--- src/rtl/core/lu_pivot_linear_solver_top_macros.svh ---
// ----------------------------------------------------------------------------
// LU solver assertion macros
// Shared concurrent assertion forms, clocked on clk_i and disabled in reset.
// ----------------------------------------------------------------------------
`ifndef LU_PIVOT_LINEAR_SOLVER_TOP_MACROS_SVH
`define LU_PIVOT_LINEAR_SOLVER_TOP_MACROS_SVH

// Same-cycle implication.
`define LUPS_ASSERT_IMP(lbl, ante, cons, msg) \
  lbl: assert property (@(posedge clk_i) disable iff (!rst_ni) (ante) |-> (cons)) \
    else $error(msg);

// Next-cycle implication.
`define LUPS_ASSERT_NXT(lbl, ante, cons, msg) \
  lbl: assert property (@(posedge clk_i) disable iff (!rst_ni) (ante) |=> (cons)) \
    else $error(msg);

`endif

--- src/rtl/core/lups_pkg.sv ---
// ----------------------------------------------------------------------------
// LU solver package
// Shared constants, command and status types, and fixed-point helpers.
// ----------------------------------------------------------------------------
`default_nettype none

package lups_pkg;

  localparam int unsigned MaxOrder = 16;
  localparam int unsigned IdxW     = 4;
  localparam int unsigned CntW     = 5;
  localparam int unsigned DataW    = 32;

  typedef enum logic [4:0] {
    DOP_NONE,
    DOP_LOAD_RHS,
    DOP_PERM_INIT,
    DOP_SEARCH,
    DOP_PERM_CAP,
    DOP_PERM_FROM_BEST,
    DOP_PERM_PUT,
    DOP_CAP_A,
    DOP_CAP_B,
    DOP_DIV_MAT,
    DOP_CAP_L,
    DOP_MUL_L,
    DOP_X_FROM_RHS,
    DOP_ACC_LOAD_X,
    DOP_MUL_X,
    DOP_ACC_SUB,
    DOP_X_FROM_ACC,
    DOP_ACC_CLEAR,
    DOP_ACC_ADD,
    DOP_DIV_BACK,
    DOP_X_FROM_QUOT,
    DOP_EMIT,
    DOP_EMIT_SING
  } dop_e;

  typedef enum logic [2:0] {
    WSEL_IN,
    WSEL_RDATA,
    WSEL_TA,
    WSEL_QUOT,
    WSEL_SUB
  } wsel_e;

  typedef struct packed {
    dop_e            op;
    logic            rd;
    logic            wr;
    wsel_e           wsel;
    logic [IdxW-1:0] row;
    logic [IdxW-1:0] col;
    logic            first;
    logic            last;
  } cmd_t;

  typedef struct packed {
    logic [IdxW-1:0] best;
    logic            piv_zero;
    logic            rdata_zero;
    logic            div_done;
    logic            out_free;
  } sts_t;

  function automatic logic [DataW-1:0] mag32(input logic [DataW-1:0] v);
    mag32 = v[DataW-1] ? (~v + 1'b1) : v;
  endfunction

  // Signed saturation of a magnitude with a sign.
  function automatic logic [DataW-1:0] sat_signed(input logic [47:0] m, input logic neg);
    if (!neg) begin
      sat_signed = (m > 48'h0000_7FFF_FFFF) ? 32'h7FFF_FFFF : m[DataW-1:0];
    end else begin
      sat_signed = (m >= 48'h0000_8000_0000) ? 32'h8000_0000 : (~m[DataW-1:0] + 1'b1);
    end
  endfunction

  function automatic logic [DataW-1:0] sat_add(input logic [DataW-1:0] a,
                                               input logic [DataW-1:0] b);
    logic [DataW:0] s;
    s = {a[DataW-1], a} + {b[DataW-1], b};
    if (s[DataW] != s[DataW-1]) begin
      sat_add = s[DataW] ? 32'h8000_0000 : 32'h7FFF_FFFF;
    end else begin
      sat_add = s[DataW-1:0];
    end
  endfunction

  function automatic logic [DataW-1:0] sat_sub(input logic [DataW-1:0] a,
                                               input logic [DataW-1:0] b);
    logic [DataW:0] s;
    s = {a[DataW-1], a} - {b[DataW-1], b};
    if (s[DataW] != s[DataW-1]) begin
      sat_sub = s[DataW] ? 32'h8000_0000 : 32'h7FFF_FFFF;
    end else begin
      sat_sub = s[DataW-1:0];
    end
  endfunction

endpackage

`default_nettype wire

--- src/rtl/core/lups_ctrl.sv ---
// ----------------------------------------------------------------------------
// LU solver controller
// Load counters, order register and the sequencer for factor and solve.
// ----------------------------------------------------------------------------
`default_nettype none

module lups_ctrl (
  input  logic            clk_i,
  input  logic            rst_ni,
  input  logic            cfg_we_i,
  input  logic [4:0]      cfg_wdata_i,
  input  logic            in_valid_i,
  input  logic            in_last_i,
  output logic            in_ready_o,
  input  lups_pkg::sts_t  sts_i,
  output lups_pkg::cmd_t  cmd_o
);
  import lups_pkg::*;

  typedef enum logic [39:0] {
    S_IDLE    = 40'b1 << 0,
    S_INIT    = 40'b1 << 1,
    S_PS_RD   = 40'b1 << 2,
    S_PS_CMP  = 40'b1 << 3,
    S_PS_CHK  = 40'b1 << 4,
    S_PP1     = 40'b1 << 5,
    S_PP2     = 40'b1 << 6,
    S_PP3     = 40'b1 << 7,
    S_SW_RA   = 40'b1 << 8,
    S_SW_RB   = 40'b1 << 9,
    S_SW_WA   = 40'b1 << 10,
    S_SW_WB   = 40'b1 << 11,
    S_EL_RDP  = 40'b1 << 12,
    S_EL_RDJ  = 40'b1 << 13,
    S_EL_DIV  = 40'b1 << 14,
    S_EL_DIVW = 40'b1 << 15,
    S_EL_K1   = 40'b1 << 16,
    S_EL_K2   = 40'b1 << 17,
    S_EL_K3   = 40'b1 << 18,
    S_EL_K4   = 40'b1 << 19,
    S_FIN_RD  = 40'b1 << 20,
    S_FIN_CHK = 40'b1 << 21,
    S_SING    = 40'b1 << 22,
    S_PX1     = 40'b1 << 23,
    S_PX2     = 40'b1 << 24,
    S_FI      = 40'b1 << 25,
    S_F1      = 40'b1 << 26,
    S_F2      = 40'b1 << 27,
    S_F3      = 40'b1 << 28,
    S_F4      = 40'b1 << 29,
    S_FW      = 40'b1 << 30,
    S_BI      = 40'b1 << 31,
    S_B1      = 40'b1 << 32,
    S_B2      = 40'b1 << 33,
    S_B3      = 40'b1 << 34,
    S_B4      = 40'b1 << 35,
    S_BD1     = 40'b1 << 36,
    S_BD2     = 40'b1 << 37,
    S_BD3     = 40'b1 << 38,
    S_OUT     = 40'b1 << 39
  } state_e;

  typedef enum logic [1:0] {
    LD_MAT,
    LD_RHS,
    LD_FULL
  } ld_phase_e;

  state_e          state_q, state_d;
  ld_phase_e       ph_q, ph_d;
  logic [CntW-1:0] ld_row_q, ld_row_d, ld_col_q, ld_col_d;
  logic [CntW-1:0] i_q, i_d, j_q, j_d, k_q, k_d;
  logic [4:0]      size_q;
  logic [CntW-1:0] n, nm1;
  logic            accept;

  // Order zero counts as one; anything above the store size is clamped.
  assign n   = (size_q == '0) ? CntW'(1) :
               (size_q > CntW'(MaxOrder)) ? CntW'(MaxOrder) : size_q;
  assign nm1 = n - 1'b1;

  assign in_ready_o = (state_q == S_IDLE);
  assign accept     = in_valid_i && in_ready_o;

  always_comb begin
    state_d  = state_q;
    ph_d     = ph_q;
    ld_row_d = ld_row_q;
    ld_col_d = ld_col_q;
    i_d      = i_q;
    j_d      = j_q;
    k_d      = k_q;
    cmd_o    = '0;
    cmd_o.op = DOP_NONE;

    unique case (state_q)
      S_IDLE: begin
        if (accept) begin
          unique case (ph_q)
            LD_MAT: begin
              cmd_o.wr   = 1'b1;
              cmd_o.wsel = WSEL_IN;
              cmd_o.row  = ld_row_q[IdxW-1:0];
              cmd_o.col  = ld_col_q[IdxW-1:0];
              if (ld_col_q == nm1) begin
                ld_col_d = '0;
                if (ld_row_q == nm1) begin
                  ph_d = LD_RHS;
                end else begin
                  ld_row_d = ld_row_q + 1'b1;
                end
              end else begin
                ld_col_d = ld_col_q + 1'b1;
              end
            end
            LD_RHS: begin
              cmd_o.op  = DOP_LOAD_RHS;
              cmd_o.col = ld_col_q[IdxW-1:0];
              if (ld_col_q == nm1) begin
                ph_d = LD_FULL;
              end else begin
                ld_col_d = ld_col_q + 1'b1;
              end
            end
            default: ;
          endcase
          if (in_last_i) begin
            ph_d     = LD_MAT;
            ld_row_d = '0;
            ld_col_d = '0;
            state_d  = S_INIT;
          end
        end
        if (cfg_we_i) begin
          ph_d     = LD_MAT;
          ld_row_d = '0;
          ld_col_d = '0;
        end
      end
      S_INIT: begin
        cmd_o.op = DOP_PERM_INIT;
        i_d = '0;
        j_d = '0;
        state_d = (n == CntW'(1)) ? S_FIN_RD : S_PS_RD;
      end
      S_PS_RD: begin
        cmd_o.rd  = 1'b1;
        cmd_o.row = j_q[IdxW-1:0];
        cmd_o.col = i_q[IdxW-1:0];
        state_d = S_PS_CMP;
      end
      S_PS_CMP: begin
        cmd_o.op    = DOP_SEARCH;
        cmd_o.row   = j_q[IdxW-1:0];
        cmd_o.first = (j_q == i_q);
        if (j_q == nm1) begin
          state_d = S_PS_CHK;
        end else begin
          j_d = j_q + 1'b1;
          state_d = S_PS_RD;
        end
      end
      S_PS_CHK: begin
        j_d = i_q + 1'b1;
        k_d = '0;
        if (sts_i.piv_zero) begin
          state_d = S_SING;
        end else if (sts_i.best != i_q[IdxW-1:0]) begin
          state_d = S_PP1;
        end else begin
          state_d = S_EL_RDP;
        end
      end
      S_PP1: begin
        cmd_o.op  = DOP_PERM_CAP;
        cmd_o.row = i_q[IdxW-1:0];
        state_d = S_PP2;
      end
      S_PP2: begin
        cmd_o.op  = DOP_PERM_FROM_BEST;
        cmd_o.row = i_q[IdxW-1:0];
        state_d = S_PP3;
      end
      S_PP3: begin
        cmd_o.op  = DOP_PERM_PUT;
        cmd_o.row = sts_i.best;
        state_d = S_SW_RA;
      end
      S_SW_RA: begin
        cmd_o.rd  = 1'b1;
        cmd_o.row = i_q[IdxW-1:0];
        cmd_o.col = k_q[IdxW-1:0];
        state_d = S_SW_RB;
      end
      S_SW_RB: begin
        cmd_o.op  = DOP_CAP_A;
        cmd_o.rd  = 1'b1;
        cmd_o.row = sts_i.best;
        cmd_o.col = k_q[IdxW-1:0];
        state_d = S_SW_WA;
      end
      S_SW_WA: begin
        cmd_o.wr   = 1'b1;
        cmd_o.wsel = WSEL_RDATA;
        cmd_o.row  = i_q[IdxW-1:0];
        cmd_o.col  = k_q[IdxW-1:0];
        state_d = S_SW_WB;
      end
      S_SW_WB: begin
        cmd_o.wr   = 1'b1;
        cmd_o.wsel = WSEL_TA;
        cmd_o.row  = sts_i.best;
        cmd_o.col  = k_q[IdxW-1:0];
        if (k_q == nm1) begin
          state_d = S_EL_RDP;
        end else begin
          k_d = k_q + 1'b1;
          state_d = S_SW_RA;
        end
      end
      S_EL_RDP: begin
        cmd_o.rd  = 1'b1;
        cmd_o.row = i_q[IdxW-1:0];
        cmd_o.col = i_q[IdxW-1:0];
        state_d = S_EL_RDJ;
      end
      S_EL_RDJ: begin
        cmd_o.op  = DOP_CAP_B;
        cmd_o.rd  = 1'b1;
        cmd_o.row = j_q[IdxW-1:0];
        cmd_o.col = i_q[IdxW-1:0];
        state_d = S_EL_DIV;
      end
      S_EL_DIV: begin
        cmd_o.op = DOP_DIV_MAT;
        state_d = S_EL_DIVW;
      end
      S_EL_DIVW: begin
        if (sts_i.div_done) begin
          cmd_o.op   = DOP_CAP_L;
          cmd_o.wr   = 1'b1;
          cmd_o.wsel = WSEL_QUOT;
          cmd_o.row  = j_q[IdxW-1:0];
          cmd_o.col  = i_q[IdxW-1:0];
          k_d = i_q + 1'b1;
          state_d = S_EL_K1;
        end
      end
      S_EL_K1: begin
        cmd_o.rd  = 1'b1;
        cmd_o.row = i_q[IdxW-1:0];
        cmd_o.col = k_q[IdxW-1:0];
        state_d = S_EL_K2;
      end
      S_EL_K2: begin
        cmd_o.op  = DOP_MUL_L;
        cmd_o.rd  = 1'b1;
        cmd_o.row = j_q[IdxW-1:0];
        cmd_o.col = k_q[IdxW-1:0];
        state_d = S_EL_K3;
      end
      S_EL_K3: begin
        cmd_o.op = DOP_CAP_B;
        state_d = S_EL_K4;
      end
      S_EL_K4: begin
        cmd_o.wr   = 1'b1;
        cmd_o.wsel = WSEL_SUB;
        cmd_o.row  = j_q[IdxW-1:0];
        cmd_o.col  = k_q[IdxW-1:0];
        if (k_q != nm1) begin
          k_d = k_q + 1'b1;
          state_d = S_EL_K1;
        end else if (j_q != nm1) begin
          j_d = j_q + 1'b1;
          state_d = S_EL_RDP;
        end else if (i_q + 1'b1 == nm1) begin
          state_d = S_FIN_RD;
        end else begin
          i_d = i_q + 1'b1;
          j_d = i_q + 1'b1;
          state_d = S_PS_RD;
        end
      end
      S_FIN_RD: begin
        cmd_o.rd  = 1'b1;
        cmd_o.row = nm1[IdxW-1:0];
        cmd_o.col = nm1[IdxW-1:0];
        state_d = S_FIN_CHK;
      end
      S_FIN_CHK: begin
        i_d = '0;
        state_d = sts_i.rdata_zero ? S_SING : S_PX1;
      end
      S_SING: begin
        if (sts_i.out_free) begin
          cmd_o.op = DOP_EMIT_SING;
          state_d = S_IDLE;
        end
      end
      S_PX1: begin
        cmd_o.op  = DOP_PERM_CAP;
        cmd_o.row = i_q[IdxW-1:0];
        state_d = S_PX2;
      end
      S_PX2: begin
        cmd_o.op  = DOP_X_FROM_RHS;
        cmd_o.row = i_q[IdxW-1:0];
        if (i_q == nm1) begin
          i_d = '0;
          state_d = S_FI;
        end else begin
          i_d = i_q + 1'b1;
          state_d = S_PX1;
        end
      end
      S_FI: begin
        cmd_o.op  = DOP_ACC_LOAD_X;
        cmd_o.row = i_q[IdxW-1:0];
        j_d = '0;
        state_d = (i_q == '0) ? S_FW : S_F1;
      end
      S_F1: begin
        cmd_o.rd  = 1'b1;
        cmd_o.row = i_q[IdxW-1:0];
        cmd_o.col = j_q[IdxW-1:0];
        state_d = S_F2;
      end
      S_F2: begin
        cmd_o.op  = DOP_MUL_X;
        cmd_o.col = j_q[IdxW-1:0];
        state_d = S_F3;
      end
      S_F3: begin
        state_d = S_F4;
      end
      S_F4: begin
        cmd_o.op = DOP_ACC_SUB;
        if (j_q + 1'b1 == i_q) begin
          state_d = S_FW;
        end else begin
          j_d = j_q + 1'b1;
          state_d = S_F1;
        end
      end
      S_FW: begin
        cmd_o.op  = DOP_X_FROM_ACC;
        cmd_o.row = i_q[IdxW-1:0];
        if (i_q == nm1) begin
          state_d = S_BI;
        end else begin
          i_d = i_q + 1'b1;
          state_d = S_FI;
        end
      end
      S_BI: begin
        cmd_o.op = DOP_ACC_CLEAR;
        j_d = i_q + 1'b1;
        state_d = (i_q == nm1) ? S_BD1 : S_B1;
      end
      S_B1: begin
        cmd_o.rd  = 1'b1;
        cmd_o.row = i_q[IdxW-1:0];
        cmd_o.col = j_q[IdxW-1:0];
        state_d = S_B2;
      end
      S_B2: begin
        cmd_o.op  = DOP_MUL_X;
        cmd_o.col = j_q[IdxW-1:0];
        state_d = S_B3;
      end
      S_B3: begin
        state_d = S_B4;
      end
      S_B4: begin
        cmd_o.op = DOP_ACC_ADD;
        if (j_q == nm1) begin
          state_d = S_BD1;
        end else begin
          j_d = j_q + 1'b1;
          state_d = S_B1;
        end
      end
      S_BD1: begin
        cmd_o.rd  = 1'b1;
        cmd_o.row = i_q[IdxW-1:0];
        cmd_o.col = i_q[IdxW-1:0];
        state_d = S_BD2;
      end
      S_BD2: begin
        cmd_o.op  = DOP_DIV_BACK;
        cmd_o.row = i_q[IdxW-1:0];
        state_d = S_BD3;
      end
      S_BD3: begin
        if (sts_i.div_done) begin
          cmd_o.op  = DOP_X_FROM_QUOT;
          cmd_o.row = i_q[IdxW-1:0];
          if (i_q == '0) begin
            state_d = S_OUT;
          end else begin
            i_d = i_q - 1'b1;
            state_d = S_BI;
          end
        end
      end
      S_OUT: begin
        if (sts_i.out_free) begin
          cmd_o.op   = DOP_EMIT;
          cmd_o.row  = i_q[IdxW-1:0];
          cmd_o.last = (i_q == nm1);
          if (i_q == nm1) begin
            state_d = S_IDLE;
          end else begin
            i_d = i_q + 1'b1;
          end
        end
      end
      default: state_d = S_IDLE;
    endcase
  end

  always_ff @(posedge clk_i or negedge rst_ni) begin
    if (!rst_ni) begin
      state_q  <= S_IDLE;
      ph_q     <= LD_MAT;
      ld_row_q <= '0;
      ld_col_q <= '0;
      i_q      <= '0;
      j_q      <= '0;
      k_q      <= '0;
      size_q   <= 5'(MaxOrder);
    end else begin
      state_q  <= state_d;
      ph_q     <= ph_d;
      ld_row_q <= ld_row_d;
      ld_col_q <= ld_col_d;
      i_q      <= i_d;
      j_q      <= j_d;
      k_q      <= k_d;
      if (cfg_we_i) begin
        size_q <= cfg_wdata_i;
      end
    end
  end

endmodule

`default_nettype wire

--- config.mk ---
export PLATFORM = sky130hd
export DESIGN_NAME = lups_ctrl
export DESIGN_NICKNAME = d
export VERILOG_FILES = /design/src/rtl/core/lu_pivot_linear_solver_top_macros.svh /design/src/rtl/core/lups_pkg.sv /design/src/rtl/core/lups_ctrl.sv
export SDC_FILE = /design/constraint.sdc
export NUM_CORES = 1
export LEC_CHECK = 0
export ABC_AREA = 0
export BUFFER_PORTS_ARGS = -buffer_cell sky130_fd_sc_hd__buf_2
export CAP_MARGIN = 20
export CELL_PAD_IN_SITES_DETAIL_PLACEMENT = 1
export CELL_PAD_IN_SITES_GLOBAL_PLACEMENT = 2
export CORE_ASPECT_RATIO = 2
export CORE_MARGIN = 3
export CORE_UTILIZATION = 35
export DETAILED_ROUTE_END_ITERATION = 8
export GPL_ROUTABILITY_DRIVEN = 1
export HOLD_SLACK_MARGIN = 0.08
export PLACE_DENSITY_LB_ADDON = 0.1
export SETUP_SLACK_MARGIN = 0.1
export SYNTH_ARGS = -nofsm -noshare
export SYNTH_HDL_FRONTEND = slang
export SYNTH_SLANG_ARGS = --single-unit
--- constraint.sdc ---
create_clock -name clk_i -period 3.75 [get_ports clk_i]
set_clock_uncertainty 0.1 [all_clocks]
set_input_delay 0 -clock clk_i [delete_from_list [all_inputs] [get_ports clk_i]]
set_output_delay 0 -clock clk_i [all_outputs]
set_load 0.01 [all_outputs]
After elaboration in Yosys (flattened, before gate mapping)
Index checks and enable logic that the tools add are counted.

word-level totals
  output and inout port bits = 21
  register bits after elaboration = 72
  logic and storage cells = 206
  input port bits = 18

cells by class
  equality and inequality tests = 74
  order comparisons = 1
  add/sub/neg operators = 7
  reduce and logical (&&, ||, !) cells = 33
  multiplexer cells = 83

operators by type and width
  cell                                                                     number
  40-bit one-hot mux with 40 select lines                                  1
  40-bit two-way mux                                                       11
  5-bit two-way mux                                                        32
  5-bit one-hot mux with 22 select lines                                   1
  37-bit two-way mux                                                       2
  31-bit two-way mux                                                       2
  21-bit two-way mux                                                       2
  40-bit by 1-bit equality test with 1-bit output, second input constant   1
  40-bit by 10-bit equality test with 1-bit output, second input constant  1
  40-bit by 11-bit equality test with 1-bit output, second input constant  1
  40-bit by 12-bit equality test with 1-bit output, second input constant  1
  40-bit by 13-bit equality test with 1-bit output, second input constant  1
  40-bit by 14-bit equality test with 1-bit output, second input constant  1
  40-bit by 15-bit equality test with 1-bit output, second input constant  1
  40-bit by 16-bit equality test with 1-bit output, second input constant  1
  40-bit by 17-bit equality test with 1-bit output, second input constant  1
  40-bit by 18-bit equality test with 1-bit output, second input constant  1
  40-bit by 19-bit equality test with 1-bit output, second input constant  1
  40-bit by 2-bit equality test with 1-bit output, second input constant   1
  40-bit by 20-bit equality test with 1-bit output, second input constant  1
  40-bit by 21-bit equality test with 1-bit output, second input constant  1
  40-bit by 22-bit equality test with 1-bit output, second input constant  1
  40-bit by 23-bit equality test with 1-bit output, second input constant  1
  40-bit by 24-bit equality test with 1-bit output, second input constant  1
  71 further kinds                                                         130

Logic depth before layout (Yosys ltp)
  word-level depth = 11
  gate-level depth with buffers = 15

Worst setup path after synthesis
Ideal clock, no wire load.

  path kind = register to register
  start point = reg size_q[4]
  end point = reg i_q[3]
  period minus slack after synthesis = 3.851 ns
  path slack = -0.101 ns
  data arrival time = 3.685 ns
  cell stages (with the launch flop) = 16
  path through = dfstp_2 -> buf_6 -> nor2b_1 -> or2_2 -> buf_2 -> inv_1 -> ha_1 -> clkbuf_1 -> mux2i_2 -> xnor2_1 -> nor3_1 -> nand4_4 -> a221o_1 -> buf_6 -> a311o_1 -> nand2_1

on the way
  cells in the longest elaborated chain, start to end = 8
  elaborated cells between the ends (all ways) = 17
  classes of those cells = 1 x add/sub; 1 x order compare; 7 x eq/ne; 6 x mux; 2 x reduce/logical

RTL lines
  item                                           RTL line                                              source
  start: declaration                             lups_ctrl.sv:73                                       logic [4:0] size_q;
  start signal: assignment                       lups_ctrl.sv:432                                      size_q <= 5'(MaxOrder);
  start signal: assignment                       lups_ctrl.sv:442                                      size_q <= cfg_wdata_i;
  5-bit > comparator                             lups_ctrl.sv:79                                       (size_q > CntW'(MaxOrder)) ? CntW'(MaxOrder) : size_q;
  5-bit two-way mux                              lups_ctrl.sv:79
  5-bit two-way mux *                            lups_ctrl.sv:78                                       assign n = (size_q == '0) ? CntW'(1) :
  5-bit by 1-bit subtractor with 5-bit output *  lups_ctrl.sv:80                                       assign nm1 = n - 1'b1;
  5-bit equality test                            lups_ctrl.sv:309, lups_ctrl.sv:349, lups_ctrl.sv:412
  5-bit two-way mux (2 in a row)                 -
  5-bit one-hot mux with 6 select lines          lups_ctrl.sv:96                                       unique case (state_q)
  end signal: assignment                         lups_ctrl.sv:438                                      i_q <= i_d;
  end: declaration                               lups_ctrl.sv:72                                       logic [CntW-1:0] i_q, i_d, j_q, j_d, k_q, k_d;

Every way passes the cells marked *; elsewhere a longest branch is shown, timed or not. The select of a mux whose other input is x is not followed.
A chain may end at the register's enable or synchronous reset.

==> impl_metrics.yaml <==
outcome:
  status: "finished clean"
yosys:
  yosys_most_used_dff: "dfrtp_1"
  ys_types: 73
  yosys_register_bits: 72
  synth-edff-count: 0
  avgSynthCellArea_um2: 9.048
  synthCells: 609
  yosysSeqAreaShare_pct: 32.74
  netlist_area_mm2: 0.005510
  yosysWarnings: 0
  async_reset_ff_share_pct: 100.0
  synth_nets: 636
setup_path:
  worstSetupEndpointType: "primary output"
  cp-startpoint: "state_q[25]$_DFFE_PN0P_"
  worst-path-max-fanout: 5
  crit_slowest_cell: "or4_1"
  worstPathRequired_ns: 3.65
  timing.rr.start: "size_q[4]$_DFFE_PN1P_"
  critPathKind: "reg2out"
  path_cells: "or4_1 -> nor4_4 -> nand3_2 -> or4_4 -> inv_1 -> or4_4 -> nand4b_1 -> a221o_1 -> buf_2"
  cp_common_cell: "or4_4"
  arrival_ns: 3.48
  start_kind: "register"
  cpPeakStageDelay_ns: 0.62
floorplanning:
  die-width_um: 94.73
  ios: 39
  die_h_um: 183.4
  die_area_mm2: 0.01738
  row_count: 64
  start_util_pct: 35.84
  core_area_mm2: 0.01537
layout:
  layout_common_cells: "dfrtp_1, buf_4, nor2_1"
  multiInputGateArea_mm2: 0.003682
  fillerInstances: 1795
  antenna_cells: 0
  final_cells: 909
  regArea_mm2: 0.001809
  drive_gt1_share_pct: 25.88
  stdcell_area_mm2: 0.006947
  syn2layout_area_growth_pct: 26.07
  finalNetCount: 733
  layout_commonest_cell: "dfrtp_1"
clocking:
  cts_max_level: 3
  path_clk_slew_ns: 0.07
  cts_inserted_buffers: 9
  cts_root_buf: "clkbuf_16"
  clk_latency_ns: 0.36
  cts_sinks: 72
  clk_path_buf_depth: 2
  cts_tree: "done"
min_path:
  hold_path_class: "in2reg"
  min_from: "sts_i[7]"
sta:
  min_period_ns: 3.582
  tightest_slew_ns: 0.9751
  timing.max_slew.rel_slack_pct: 34.99
  setup_viol: 0
  slew_viol_final: 0
  hold_viol: 0
  rsz0062_at_grt: "yes"
  timing.fmax_ghz: 0.2792
  finalCritPeriodShare_pct: 95.53
  setup_tns_ns: 0
global_routing:
  grt.total_usage_pct: 28.45
  grt_pass1_wl_um: 36340
  grt_max_degree: 73
  grt_overflow: 0
  grt_antenna_before_repair: 0
  grt_pass1_vias: 6212
power:
  seq_power_share_pct: 28.3
  vdd_drop_max_mv: 0.2638
  swShare_pct: 42.52
  pwr-share-clk_pct: 25.5
  p_per_area_mw_per_mm2: 547.8
  p_switching_uw: 1618
  internal_power_uw: 2187
  combPwrFrac_pct: 46.2
  leakagePower_uw: 0.003100
detailed_routing:
  drc: 0
  wirelength_um: 23790
  ant_nets: 0
  drt_iter0_markers: 252
  vias: 5578
  firstDrtPassIters: 7
  routed_via_density: 6.136
  detail_route.wl_per_cell_um: 26.17
placed_design:
  dp.cells: 870
  placed_area_mm2: 0.006236
  dp.final_hpwl_um: 18900
  gp_congestion: 0.8848
  numPortBuffers: 38
flow_run:
  maxCapViolations: 0
-- cell families (layout without fill, tap and decap cells) --
family / Yosys count / in the layout / synth area share [%]
flops: 72 / 72 / 32.74
simple gates: 307 / 307 / 35.04
compound gates: 112 / 112 / 14.67
mux: 13 / 13 / 2.611
xor+xnor: 50 / 50 / 9.196
buf+inv: 46 / 148 / 3.701
fa+ha+maj: 9 / 9 / 2.044
-- final timing paths --
check	endpoint	cells past startpoint	slack, ns
max	cmd_o[8]	9	0.17
min	state_q[12]$_DFFE_PN0P_	4	0.14
max reg2reg	state_q[0]$_DFFE_PN1P_	11	0.28
min reg2reg	ld_col_q[4]$_DFFE_PN0P_	1	0.42
max in group asynchronous	state_q[37]$_DFFE_PN0P_	2	2.63
min in group asynchronous	state_q[29]$_DFFE_PN0P_	2	0.25
-- final cells by class --
class / instances / share of cell area (%)
Tap cell: 198 / 3.566
Inverter: 20 / 1.153
Sequential cell: 72 / 26.04
Clock buffer: 10 / 3.296
Multi-Input combinational cell: 491 / 53.01
Clock inverter: 6 / 1.333
Timing Repair Buffer: 112 / 11.60
-- cells in the mapped netlist, types with 7 or more instances --
| library cell | n | area, um^2 |
|---|---|---|
| nand2b_1 | 7 | 43.79 |
| nor2b_1 | 9 | 56.30 |
| and3_1 | 9 | 56.30 |
| o21ai_0 | 30 | 150.1 |
| a221o_1 | 18 | 180.2 |
| inv_1 | 19 | 71.32 |
| nand2_1 | 46 | 172.7 |
| nor2_1 | 57 | 214.0 |
| clkbuf_1 | 16 | 60.06 |
| mux2_2 | 8 | 90.09 |
| xor2_1 | 20 | 175.2 |
| nand3_1 | 23 | 115.1 |
| or3_1 | 7 | 43.79 |
| a21oi_1 | 15 | 75.07 |
| nor3_1 | 19 | 95.09 |
| ha_1 | 9 | 112.6 |
| nor3b_1 | 8 | 60.06 |
| nor4_4 | 7 | 148.9 |
| o22ai_1 | 8 | 50.05 |
| nor4b_1 | 11 | 96.34 |
| dfrtp_1 | 70 | 1752 |
| xnor2_1 | 25 | 219.0 |
| or4_1 | 17 | 127.6 |
| nand4_1 | 21 | 131.4 |
| nor4_1 | 19 | 118.9 |
-- power groups by stage --
stage | Sequential, uW | Clock, uW | Combinational (uW)
CTS | 1080 | 985 | 1730
detailed placement | 1090 | 0 | 1670
global route | 1090 | 1010 | 1900
global placement | 1080 | 0 | 1620
finish | 1080 | 970 | 1760
floorplan | 950 | 0 | 1130
-- through the flow --
stage	worst slack [ns]	total power, uW	hold WS, ns	utilization (%)
final	0.1678	3805	0.1379	45.18
after global routing	0.05611	4000	0.1605	45.18
after CTS	0.09777	3792	0.1352	44.31
after detailed placement	0.06275	2754	0.1232	40.56
after global placement	0.1981	2706	0.1117	40.56
after floorplan	0.1168	2076	-0.3956	-
-- critical path, delay by kind of cell (launching register included) --
kind | cells | cell delay (ns)
AND/OR/NAND/NOR | 6 | 2.21
AO/OA/AOI/OAI | 1 | 0.22
buffers and inverters | 2 | 0.24
flip-flops | 1 | 0.44
-- per-layer routing --
| layer | wire [um] | vias to the layer above | global-route usage (%) |
|---|---|---|---|
| met1 | 7830 | 2829 | 26.82 |
| met2 | 13520 | 159 | 54.69 |
| met4 | 1770 | 0 | 19.61 |
| met3 | 667 | 73 | 3.195 |
| met5 | 0 | - | 0 |
| li1 | - | 2517 | - |
-- flip-flops by register name, summed over array words and instances, names as in the netlist --
signal,count
j_q,5
size_q,5
ld_row_q,5
k_q,5
ld_col_q,5
i_q,5
ph_q,2
state_q,40
-- what timing repair did --
item	in CTS	in global routing
endpoints found under the hold margin	85	0
gates resized for setup	18	20
cloned	0	0
setup buffers	0	5
pin swaps	1	6
endpoints found under the setup margin	13	36
hold buffers	18	0
(Power assumes the default switching activity.)
